### config.mk
export PLATFORM = sky130hd
export DESIGN_NAME = tcp_syn_option_parser
export DESIGN_NICKNAME = d
export VERILOG_FILES = /design/src/sv/tsop_pkg.sv /design/src/sv/tsop_parser.sv /design/src/sv/tsop_result.sv /design/src/sv/tcp_syn_option_parser.sv
export SDC_FILE = /design/constraint.sdc
export NUM_CORES = 1
export LEC_CHECK = 0
export BUFFER_PORTS_ARGS = -buffer_cell sky130_fd_sc_hd__buf_2
export CAP_MARGIN = 20
export CORE_AREA = 2 2 206 127
export DETAILED_ROUTE_END_ITERATION = 10
export DIE_AREA = 0 0 208 129
export PLACE_DENSITY = 0.8
export SKIP_LAST_GASP = 1
export SLEW_MARGIN = 20
export SYNTH_ARGS = -nofsm -noshare
export SYNTH_HDL_FRONTEND = slang
export SYNTH_SLANG_ARGS = --single-unit
### constraint.sdc
create_clock -name clk -period 8.1 [get_ports clk]
set_input_delay 0.405 -clock clk [delete_from_list [all_inputs] [get_ports clk]]
set_output_delay 0.405 -clock clk [all_outputs]
set_load 0.05 [all_outputs]
### src/sv/tsop_pkg.sv
// Package for the TCP SYN option parser: word types, parse phases, option codes.
// No dependencies; every other file in the block imports it.
`timescale 1ns / 1ps

package tsop_pkg;

	// Parser phase within the options area
	typedef enum logic [1:0] {
		PH_KIND = 2'd0,
		PH_SIZE = 2'd1,
		PH_BODY = 2'd2,
		PH_STOP = 2'd3
	} tsop_phase_t;

	// Option kinds
	localparam logic [7:0] KIND_EOL   = 8'd0;
	localparam logic [7:0] KIND_NOP   = 8'd1;
	localparam logic [7:0] KIND_MSS   = 8'd2;
	localparam logic [7:0] KIND_WSCL  = 8'd3;
	localparam logic [7:0] KIND_SACK  = 8'd4;
	localparam logic [7:0] KIND_STAMP = 8'd8;

	// Well-formed option lengths
	localparam logic [7:0] LEN_MSS   = 8'd4;
	localparam logic [7:0] LEN_WSCL  = 8'd3;
	localparam logic [7:0] LEN_SACK  = 8'd2;
	localparam logic [7:0] LEN_STAMP = 8'd10;

	// Length byte values with special handling
	localparam logic [7:0] LEN_ZERO = 8'd0;
	localparam logic [7:0] LEN_ONE  = 8'd1;

	// Bit positions in the found flags
	localparam int FL_MSS   = 0;
	localparam int FL_SCALE = 1;
	localparam int FL_SACK  = 2;
	localparam int FL_STAMP = 3;

	localparam logic [3:0] SCALE_MAX = 4'd14;

	// Configuration register indexes
	localparam logic [1:0] CFG_MSS_FLOOR   = 2'd0;
	localparam logic [1:0] CFG_MSS_CEILING = 2'd1;
	localparam logic [1:0] CFG_RECV_SCALE  = 2'd2;

	// Input word: one option byte
	typedef struct packed {
		logic [7:0]  opt_byte;
		logic        seg_first;
		logic        seg_last;
		logic [31:0] now_usec;
	} tsop_in_t;

	// Result word: one per segment
	typedef struct packed {
		logic        mss_valid;
		logic [15:0] send_mss;
		logic        scale_ok;
		logic [3:0]  send_scale;
		logic [3:0]  recv_scale;
		logic        sack_ok;
		logic        stamp_ok;
		logic [31:0] recent_stamp;
		logic [31:0] recent_stamp_time;
	} tsop_out_t;

	// Configuration registers
	typedef struct packed {
		logic [15:0] mss_floor;
		logic [15:0] mss_ceiling;
		logic [3:0]  recv_scale_default;
	} tsop_cfg_t;

	// Latched option values, as they stand after the current byte
	typedef struct packed {
		logic [3:0]  flags;
		logic [15:0] mss;
		logic [3:0]  scale;
		logic [31:0] stamp;
		logic [31:0] stamp_time;
	} tsop_held_t;

endpackage

### src/sv/tsop_parser.sv
// Option walker: phase, kind, length, body shift and latched option values.
// Depends on tsop_pkg. Exposes the latched values including the current byte.
`timescale 1ns / 1ps

module tsop_parser import tsop_pkg::*; (
	input  logic       clk,
	input  logic       arst_n,
	input  logic       accept,
	input  tsop_in_t   in_word,
	input  tsop_cfg_t  cfg,
	output tsop_held_t held_next
);

	tsop_phase_t phase_q, phase_n;
	logic [7:0]  kind_q, kind_n;
	logic [7:0]  size_q, size_n;
	logic [7:0]  idx_q, idx_n;
	logic [63:0] shift_q, shift_n;
	tsop_held_t  held_q;

	// Next state for one byte
	always_comb begin
		logic        fin;
		logic [15:0] mss_v;
		tsop_phase_t phase_b;
		logic [3:0]  flags_b;

		fin       = 1'b0;
		mss_v     = 16'd0;
		phase_b   = in_word.seg_first ? PH_KIND : phase_q;
		flags_b   = in_word.seg_first ? 4'd0 : held_q.flags;
		phase_n   = phase_b;
		kind_n    = kind_q;
		size_n    = size_q;
		idx_n     = idx_q;
		shift_n   = shift_q;
		held_next = held_q;
		held_next.flags = flags_b;

		unique case (phase_b)
			PH_KIND: begin
				if (in_word.opt_byte == KIND_EOL) begin
					phase_n = PH_STOP;
				end else if (in_word.opt_byte != KIND_NOP) begin
					kind_n  = in_word.opt_byte;
					phase_n = PH_SIZE;
				end
			end
			PH_SIZE: begin
				size_n  = in_word.opt_byte;
				idx_n   = 8'd0;
				shift_n = 64'd0;
				if (in_word.opt_byte == LEN_ZERO) begin
					phase_n = PH_STOP;
				end else if (in_word.opt_byte == LEN_ONE) begin
					phase_n = PH_KIND;
				end else if (in_word.opt_byte == LEN_SACK) begin
					fin = 1'b1;
				end else begin
					phase_n = PH_BODY;
				end
			end
			PH_BODY: begin
				shift_n = {shift_q[55:0], in_word.opt_byte};
				idx_n   = idx_q + 8'd1;
				fin     = ({1'b0, idx_n} + 9'd2) >= {1'b0, size_q};
			end
			PH_STOP: begin
			end
		endcase

		// Option complete: latch it if well formed
		if (fin) begin
			phase_n = PH_KIND;
			if (kind_n == KIND_MSS && size_n == LEN_MSS) begin
				mss_v = shift_n[15:0];
				if (mss_v > cfg.mss_ceiling)
					mss_v = cfg.mss_ceiling;
				if (mss_v < cfg.mss_floor)
					mss_v = cfg.mss_floor;
				held_next.mss = mss_v;
				held_next.flags[FL_MSS] = 1'b1;
			end else if (kind_n == KIND_WSCL && size_n == LEN_WSCL) begin
				held_next.scale = (shift_n[7:0] > {4'd0, SCALE_MAX}) ? SCALE_MAX
				                                                     : shift_n[3:0];
				held_next.flags[FL_SCALE] = 1'b1;
			end else if (kind_n == KIND_SACK && size_n == LEN_SACK) begin
				held_next.flags[FL_SACK] = 1'b1;
			end else if (kind_n == KIND_STAMP && size_n == LEN_STAMP) begin
				held_next.stamp      = shift_n[63:32];
				held_next.stamp_time = in_word.now_usec;
				held_next.flags[FL_STAMP] = 1'b1;
			end
		end

		// Last byte ends the segment
		if (in_word.seg_last)
			phase_n = PH_STOP;
	end

	// State registers
	always_ff @(posedge clk or negedge arst_n) begin
		if (!arst_n) begin
			phase_q <= PH_KIND;
			kind_q  <= 8'd0;
			size_q  <= 8'd0;
			idx_q   <= 8'd0;
			shift_q <= 64'd0;
			held_q  <= '0;
		end else if (accept) begin
			phase_q <= phase_n;
			kind_q  <= kind_n;
			size_q  <= size_n;
			idx_q   <= idx_n;
			shift_q <= shift_n;
			held_q  <= held_next;
		end
	end

endmodule

### src/sv/tsop_result.sv
// Result register: masks latched option values by their flags and holds the word.
// Depends on tsop_pkg.
`timescale 1ns / 1ps

module tsop_result import tsop_pkg::*; (
	input  logic       clk,
	input  logic       arst_n,
	input  logic       load,
	input  tsop_held_t held,
	input  logic [3:0] recv_scale_default,
	input  logic       res_stall,
	output logic       res_valid,
	output tsop_out_t  res_word
);

	tsop_out_t word_n;
	logic      valid_q;
	tsop_out_t word_q;

	// Clear every field whose option was not seen
	always_comb begin
		word_n.mss_valid         = held.flags[FL_MSS];
		word_n.send_mss          = held.flags[FL_MSS] ? held.mss : 16'd0;
		word_n.scale_ok          = held.flags[FL_SCALE];
		word_n.send_scale        = held.flags[FL_SCALE] ? held.scale : 4'd0;
		word_n.recv_scale        = held.flags[FL_SCALE] ? recv_scale_default : 4'd0;
		word_n.sack_ok           = held.flags[FL_SACK];
		word_n.stamp_ok          = held.flags[FL_STAMP];
		word_n.recent_stamp      = held.flags[FL_STAMP] ? held.stamp : 32'd0;
		word_n.recent_stamp_time = held.flags[FL_STAMP] ? held.stamp_time : 32'd0;
	end

	// Valid flag
	always_ff @(posedge clk or negedge arst_n) begin
		if (!arst_n) begin
			valid_q <= 1'b0;
		end else if (load) begin
			valid_q <= 1'b1;
		end else if (!res_stall) begin
			valid_q <= 1'b0;
		end
	end

	// Payload
	always_ff @(posedge clk) begin
		if (load) begin
			word_q <= word_n;
		end
	end

	assign res_valid = valid_q;
	assign res_word  = word_q;

endmodule

### src/sv/tcp_syn_option_parser.sv
// Top level of the TCP SYN option parser: config registers, handshake, assertions.
// Depends on tsop_pkg, tsop_parser and tsop_result.
`timescale 1ns / 1ps
//
// Usage:
//   opt channel: one option byte per word, with seg_first on the first byte of a
//   segment and seg_last on its last. A word is taken when opt_valid is high and
//   opt_stall is low. Segments without options send no words.
//   res channel: one result word per seg_last byte, shown on res_word in the cycle
//   after that byte is taken, held while res_stall is high.
//   cfg channel: register writes (index, data); cfg_ready is always high. Write
//   only while no segment is in flight.
// Throughput: one byte per cycle while opt_stall is low; the whole per-byte decode
// sits between the parser state registers, and the result word is registered.
// Stall: bytes that carry no seg_last keep flowing while a result waits; a
// seg_last byte is stalled only while the result register is full and stalled.
// Reset: parser waits for a kind byte, found flags clear, no result pending,
// registers return to floor 88, ceiling 1460, receive scale 7.
//

module tcp_syn_option_parser import tsop_pkg::*; (
	input  logic        clk,
	input  logic        arst_n,
	input  logic        opt_valid,
	output logic        opt_stall,
	input  tsop_in_t    opt_word,
	output logic        res_valid,
	input  logic        res_stall,
	output tsop_out_t   res_word,
	input  logic        cfg_valid,
	output logic        cfg_ready,
	input  logic [1:0]  cfg_index,
	input  logic [15:0] cfg_data
);

	tsop_cfg_t  cfg_q;
	tsop_held_t held_next;
	logic       opt_accept;
	logic       res_load;

	assign cfg_ready = 1'b1;

	// Configuration registers
	always_ff @(posedge clk or negedge arst_n) begin
		if (!arst_n) begin
			cfg_q.mss_floor          <= 16'd88;
			cfg_q.mss_ceiling        <= 16'd1460;
			cfg_q.recv_scale_default <= 4'd7;
		end else if (cfg_valid) begin
			unique case (cfg_index)
				CFG_MSS_FLOOR:   cfg_q.mss_floor          <= cfg_data;
				CFG_MSS_CEILING: cfg_q.mss_ceiling        <= cfg_data;
				CFG_RECV_SCALE:  cfg_q.recv_scale_default <= cfg_data[3:0];
				default: begin
				end
			endcase
		end
	end

	// Only a byte that makes a result needs room in the result register
	assign opt_stall  = res_valid & res_stall & opt_word.seg_last;
	assign opt_accept = opt_valid & ~opt_stall;
	assign res_load   = opt_accept & opt_word.seg_last;

	tsop_parser u_parser (
		.clk       (clk),
		.arst_n    (arst_n),
		.accept    (opt_accept),
		.in_word   (opt_word),
		.cfg       (cfg_q),
		.held_next (held_next)
	);

	tsop_result u_result (
		.clk                (clk),
		.arst_n             (arst_n),
		.load               (res_load),
		.held               (held_next),
		.recv_scale_default (cfg_q.recv_scale_default),
		.res_stall          (res_stall),
		.res_valid          (res_valid),
		.res_word           (res_word)
	);

	// A new result only follows a taken last byte
	a_res_from_last: assert property (@(posedge clk) disable iff (!arst_n)
		$rose(res_valid) |-> $past(opt_valid && !opt_stall && opt_word.seg_last))
		else $error("result without a taken last byte");

	// A pending stalled result is never overwritten
	a_no_overwrite: assert property (@(posedge clk) disable iff (!arst_n)
		(res_valid && res_stall && opt_word.seg_last) |-> opt_stall)
		else $error("last byte taken while result stalled");

	// Scale fields follow their flag
	a_scale_masked: assert property (@(posedge clk) disable iff (!arst_n)
		(res_valid && !res_word.scale_ok) |->
			(res_word.send_scale == 4'd0 && res_word.recv_scale == 4'd0))
		else $error("scale fields set without scale option");

	// Peer shift stays clamped
	a_scale_clamped: assert property (@(posedge clk) disable iff (!arst_n)
		res_valid |-> (res_word.send_scale <= SCALE_MAX))
		else $error("send_scale above limit");

endmodule
# Word level (Yosys, flattened, before mapping)
# Index checks and enable logic that the tools add are counted.
# word_totals
ff_bits	307
latchBits	0
ramBits	0
romBits	0
inputBits	65
wordCells	103
mem_count	0
# classes
addsub	2
mul	0
div_mod_pow	0
n_lt_le_gt_ge	4
n_eq_ne	16
n_shift	0
mux	40
bitwise_logic	5
reduce_logical	12
# ops
cell	count
64-bit 2-to-1 mux	3
64-bit one-hot mux with 2 select lines	1
88-bit 2-to-1 mux	1
68-bit 2-to-1 mux	1
16-bit 2-to-1 mux	4
8-bit by 2-bit equality test with 1-bit output (second input constant)	5
8-bit 2-to-1 mux	4
2-bit 2-to-1 mux	9
17-bit 2-to-1 mux	1
8-bit by 3-bit equality test with 1-bit output (second input constant)	2
8-bit by 4-bit equality test with 1-bit output (second input constant)	2
16-bit > comparator	1
16-bit less-than comparator	1
8-bit one-hot mux with 2 select lines	1
4-bit 2-to-1 mux	3
8-bit by 2-bit adder with 9-bit output (second input constant)	1
9-bit by 8-bit >= comparator with 1-bit output	1
1-bit 2-to-1 mux	9
8-bit by 1-bit adder with 8-bit output (second input constant)	1
8-bit by 1-bit equality test with 1-bit output (second input constant)	1
8-bit by 4-bit > comparator with 1-bit output (second input constant)	1
8-bit logical NOT	1
8-bit by 1-bit != test with 1-bit output (second input constant)	1
2-bit AND reduction	4
11 further kinds	20

# Logic depth before layout (Yosys ltp)
# depth
depth_word	12
mapped_depth	26

# Hierarchy
# From an unflattened synthesis, not the netlist that was laid out.
# unflattened
cells_unflattened	1510
hier_area_um2	15696.3
# modules_own_cells
module	instances	cells_each	area_per_inst_um2	seq_area_each_um2
tsop_parser	1	1238	10825.4	4454.3
tsop_result	1	189	3460.8	2787.7
tcp_syn_option_parser	1	83	1410.1	915.9

# Worst setup path after synthesis
# OpenSTA, ideal clock, no wires.
# synth_timing
kind	input to register
from	input opt_word[33] in the netlist's numbering
to	register u_result.word_q (netlist bit u_result.res_word[80]), data pin
t_arrival_ps	5538
required_time_ps	7839
setup_slack_ps	2301
path_stages	24
cell_sequence	nor2b_1 -> inv_1 -> ha_1 -> inv_1 -> clkbuf_1 -> clkbuf_1 -> a22oi_1 -> inv_1 -> ha_1 -> a21oi_1 -> o21a_1 -> o2bb2ai_1 -> o41ai_1 -> clkbuf_1 -> nor2_1 -> a21oi_1 -> ha_1 -> and3_1 -> a221o_1 -> a21oi_1 -> o21ai_0 -> o21ba_2 -> clkbuf_1 -> a221o_1
# synth_via
elab_chain_len	11
elab_cells_between_ends	20
cone_classes	order compare: 2; eq/ne: 4; mux: 12; reduce/logical: 2
# synth_lines
item	line	text
from (decl)	tcp_syn_option_parser.sv:26	input tsop_in_t opt_word,
2-bit 2-to-1 mux *	tsop_parser.sv:30	phase_b = in_word.seg_first ? PH_KIND : phase_q;
2-bit equality test or 2-bit by 1-bit equality test with 1-bit output (tied branches)	tsop_parser.sv:40	unique case (phase_b)
64-bit one-hot mux with 2 select lines *	tsop_parser.sv:40	
via u_parser.shift_n[11]	tsop_parser.sv:18	logic [63:0] shift_q, shift_n;
16-bit > comparator	tsop_parser.sv:77	if (mss_v > cfg.mss_ceiling)
16-bit 2-to-1 mux *	tsop_parser.sv:77	
16-bit 2-to-1 mux *	tsop_parser.sv:75	if (kind_n == KIND_MSS && size_n == LEN_MSS) begin
16-bit 2-to-1 mux *	tsop_parser.sv:73	if (fin) begin
16-bit less-than comparator	tsop_parser.sv:79	if (mss_v < cfg.mss_floor)
16-bit 2-to-1 mux *	tsop_parser.sv:79	
17-bit 2-to-1 mux *	tsop_parser.sv:75	
88-bit 2-to-1 mux *	tsop_parser.sv:73	
to (signal assigned)	tsop_result.sv:47	word_q <= word_n;
to (decl)	tsop_result.sv:18	tsop_out_t word_q;
# Mark *: on every way through the listed nets, which the timed path passes. The rest lies on a longest branch. The select of a mux whose other input is x is not followed.
# A chain may end at the register's enable or synchronous reset.

# Worst setup path in the final report
# layout_timing
from	register u_parser.phase_q[1]
to	register u_result.word_q (netlist bit u_result.res_word[84]), data pin
# layout_via
elab_chain_len	11
elab_cells_between_ends	19
cone_classes	order compare: 2; eq/ne: 4; mux: 11; reduce/logical: 2
# layout_lines
item	line	text
from (decl)	tsop_parser.sv:14	tsop_phase_t phase_q, phase_n;
from (signal assigned)	tsop_parser.sv:111	phase_q <= phase_n;
2-bit 2-to-1 mux *	tsop_parser.sv:30	
2-bit equality test or 2-bit by 1-bit equality test with 1-bit output (tied branches)	tsop_parser.sv:40	
64-bit one-hot mux with 2 select lines *	tsop_parser.sv:40	
via u_parser.shift_n[10]	tsop_parser.sv:18	
16-bit > comparator	tsop_parser.sv:77	
16-bit 2-to-1 mux *	tsop_parser.sv:77	
16-bit 2-to-1 mux *	tsop_parser.sv:75	
16-bit 2-to-1 mux *	tsop_parser.sv:73	
16-bit less-than comparator	tsop_parser.sv:79	
16-bit 2-to-1 mux *	tsop_parser.sv:79	
17-bit 2-to-1 mux *	tsop_parser.sv:75	
88-bit 2-to-1 mux *	tsop_parser.sv:73	
# Marks and branches as above.

==> flow_summary.yaml <==
finish:
  final_core_util_pct: 66.5
  finish.instance_area_um2: 16600
  final_nets: 1600
  diodes: 0
  post_route_cells_drive_above_1_share_pct: 18.6
  area_growth_pct: 13.7
worst_setup_path:
  critical_path.max_stage_delay_ps: 760
  start_kind: "flop"
  critical_path.max_fanout: 18
  timing.setup.critical_path_class: "reg -> reg"
  critPathBufInv: 4
  path_delay_family: "compound AO/OA/AOI/OAI gates"
  worst_setup_path_end_kind: "flop"
  timing.critical_path.arrival_ps: 6750
  worst_ep_required_time_ps: 8530
  timing.critical_path.cells: "nor2b_1 -> inv_1 -> ha_1 -> inv_1 -> a22oi_1 -> inv_1 -> ha_1 -> nand4_1 -> nor4_1 -> a21boi_0 -> o41ai_2 -> buf_4 -> a21oi_1 -> ha_1 -> a21o_1 -> a221o_1 -> a21oi_1 -> o21ai_0 -> nor3_4 -> a221o_1"
  critPathSlowestCell: "sky130_fd_sc_hd__nor3_4"
synthesis:
  yosys.cell_types.count: 68
  number_of_synthesized_register_bits: 307
  yosys.area.top_type_share_pct: 34.9
  netlist_instances: 1371
  synth_edf_count: 92
  synth_top_cells_by_area: "sky130_fd_sc_hd__dfrtp_1 (35%), sky130_fd_sc_hd__edfxtp_1 (19%), sky130_fd_sc_hd__nand2_1 (6.2%), sky130_fd_sc_hd__o21ai_0 (3.9%), sky130_fd_sc_hd__ha_1 (3.8%)"
  synth.cell_area_um2: 14600
  synth-seq-area-share_pct: 56.1
  ys_async_sr_fraction_pct: 70.0
  synthesis.nets: 1480
  netlist.top_cell.by_area: "sky130_fd_sc_hd__dfrtp_1"
  yosysWarnings: 0
  synth.avg_cell_area_um2: 10.6
  synthFlopType: "sky130_fd_sc_hd__dfrtp_1"
placement:
  io_buffer_count: 158
  routabilityCongestion: 0.922
  hpwl_mm: 24.1
  detailed_place.area_um2: 15600
grt:
  first_global_vias: 10369
  grt_util_all_layers_pct: 26.9
  pin_count_of_the_biggest_net_entering_global_routing: 110
  grt_overflow_total: 0
  grt_antenna_before_repair: 0
  grt_pass1_wl_mm: 57.0
pwr:
  vdd_ir_drop_max_uv: 193
  power_per_cell_area_nw_per_um2: 223
  leakage_power_of_the_design_uw: 0.00720
clock_tree:
  postCtsResizedCells: 0
  cts_buffer_depth: 3
  root_buffer: "sky130_fd_sc_hd__clkbuf_16"
  tritoncts_clock_tree: "built"
  clock-sinks: 307
  numCtsBuffers: 29
  cts_htree_levels: 1
  clock_insertion_delay_worst_skew_ps: 570
  clk_pin_slew_ps: 70
die:
  die_outline_area_um2: 26800
  initial_core_utilization_pct: 58.5
  chipWidth_um: 208
  chipHeight_um: 129
  core_region_area_um2: 24900
  ios: 160
  placementRows: 45
sta:
  drv_slew: 0
  rsz0062_at_grt: "no"
  tightestPinTransition_ps: 1060
  timing.setup.tns_ps: 0
  relSlewSlack_pct: 29.3
  maxClockFrequency_ghz: 0.158
  period_share_pct: 78.1
  final.min_clock_period_ps: 6320
  timing.final.hold_violations: 0
  skew_ps: 22.6
  finalSetupViolCount: 0
route:
  route.detailed.drc: 0
  routed_wirelength_mm: 35.5
  detailedRoute.firstPassIterationCount: 5
  antenna_violating_nets_post_route: 0
  num_vias: 11151
  viasPerCell: 6.05
  detailedRoute.firstIterationViolations: 1063
  drt-wirelength-per-cell_um: 19.3
job:
  maxCapViolCount: 0
min_path:
  worst_hold_path_type: "in -> reg"
run_status:
  outcome: "complete, no violations"
report_power, final:
group / switching, uW / internal [uW]
combinational: 355 / 173
sequential: 68.0 / 1690
clock: 586 / 814
total: 1010 / 2680
final timing paths:
kind,start,slack (ps),cells past startpoint,endpoint
min in group asynchronous,arst_n,430,2,u_parser.phase_q[1]
max reg2reg,u_parser.phase_q[1],1780,20,u_result.res_word[84]
min reg2reg,u_parser.shift_q[17],480,2,u_parser.shift_q[17]
max in group asynchronous,arst_n,6270,3,cfg_q[33]
min,opt_word[6],60,2,u_parser.held_q[6]
max,u_parser.phase_q[1],1780,20,u_result.res_word[84]
cell type report:
class | count | area [um^2]
Fill cell | 1927 | 8330
Clock inverter | 10 | 140
Tap cell | 329 | 412
Multi-Input combinational cell | 913 | 5830
Inverter | 65 | 244
Clock buffer | 44 | 842
Sequential cell | 307 | 8160
Timing Repair Buffer | 175 | 930
kinds of logic after synthesis:
family,after synthesis,share of synthesized area (%)
xor gates and xnor gates,8,0.481
adders and majority gates,44,3.78
AOI/OAI and AO/OA,379,17.3
DFF,307,56.1
other,1,0.0258
buffers and inverters,151,4.26
and+or+nand+nor,409,12.6
muxes,72,5.49
Yosys cell counts, types with 32 or more instances:
cell type and instances:
sky130_fd_sc_hd__nand2_1 239, sky130_fd_sc_hd__dfrtp_1 203, sky130_fd_sc_hd__o21ai_0 112, sky130_fd_sc_hd__edfxtp_1 92
sky130_fd_sc_hd__nor2_1 66, sky130_fd_sc_hd__inv_1 65, sky130_fd_sc_hd__a21oi_1 62, sky130_fd_sc_hd__clkbuf_1 56
sky130_fd_sc_hd__a22oi_1 49, sky130_fd_sc_hd__ha_1 44, sky130_fd_sc_hd__a211oi_1 36, sky130_fd_sc_hd__mux2_1 32
cell usage in the layout (no fill, tap or decap), drive strengths merged, types with 4 or more instances in the layout:
cell	netlist	layout
a32o	7	7
a31oi	5	5
a22o	5	5
nand2	239	239
nor2b	9	9
o211ai	5	5
o21ai	142	142
a211oi	36	36
nand4	7	7
dfrtp	203	203
mux2	63	63
a22oi	49	49
and3	5	5
dfstp	12	12
o21a	4	4
or4	4	4
buf	30	173
nor3	9	9
nor2	66	66
inv	65	66
clkbuf	56	45
clkinv	0	6
edfxtp	92	92
nand3b	5	5
mux2i	9	9
o31ai	4	4
xnor2	5	5
nand3	9	9
a21o	9	9
a221o	31	31
ha	44	44
nor4	4	4
nand2b	4	4
and2	36	36
a21oi	62	62
worst register-to-register path, stage by stage, from the launching register on:
cell and delay (ps):
sky130_fd_sc_hd__dfrtp_1 340, sky130_fd_sc_hd__nor2b_1 330, sky130_fd_sc_hd__inv_1 110, sky130_fd_sc_hd__ha_1 410
sky130_fd_sc_hd__inv_1 300, sky130_fd_sc_hd__a22oi_1 560, sky130_fd_sc_hd__inv_1 110, sky130_fd_sc_hd__ha_1 320
sky130_fd_sc_hd__nand4_1 130, sky130_fd_sc_hd__nor4_1 360, sky130_fd_sc_hd__a21boi_0 300, sky130_fd_sc_hd__o41ai_2 100
sky130_fd_sc_hd__buf_4 190, sky130_fd_sc_hd__a21oi_1 320, sky130_fd_sc_hd__ha_1 320, sky130_fd_sc_hd__a21o_1 160
sky130_fd_sc_hd__a221o_1 350, sky130_fd_sc_hd__a21oi_1 130, sky130_fd_sc_hd__o21ai_0 290, sky130_fd_sc_hd__nor3_4 760
sky130_fd_sc_hd__a221o_1 290
stage by stage:
stage	hold WS [ps]	cells	setup slack, ps	total power [uW]
floorplan	109	1371	2300	2130
global placement	457	1788	1660	2290
detailed placement	471	1788	1520	2310
CTS	44.9	1843	1680	3700
global route	64.0	1843	1260	3830
finish	64.6	1843	1780	3690
routing by layer:
layer	up-vias	share of wire [%]	GRT usage [%]
met2	469	42	37.7
met5	-	0	0
met4	0	1.9	6.34
met3	56	8.9	7.13
li1	5157	-	-
met1	5469	47	41.6
timing repair:
action / 4_1_cts / 5_1_grt
endpoints found under the setup margin: 0 / 0
hold endpoints to repair: 76 / 0
buffers inserted: 0 / 0
hold buffers: 1 / 0
sequential cells by signal, summed over array words and instances, names as in the netlist:
name	count
u_result.res_word	92
u_result.res_valid	1
u_parser.idx_q	8
cfg_q	36
u_parser.shift_q	64
u_parser.size_q	8
u_parser.phase_q	2
u_parser.held_q	88
u_parser.kind_q	8
Note: power is estimated with default switching activity, not from simulation.
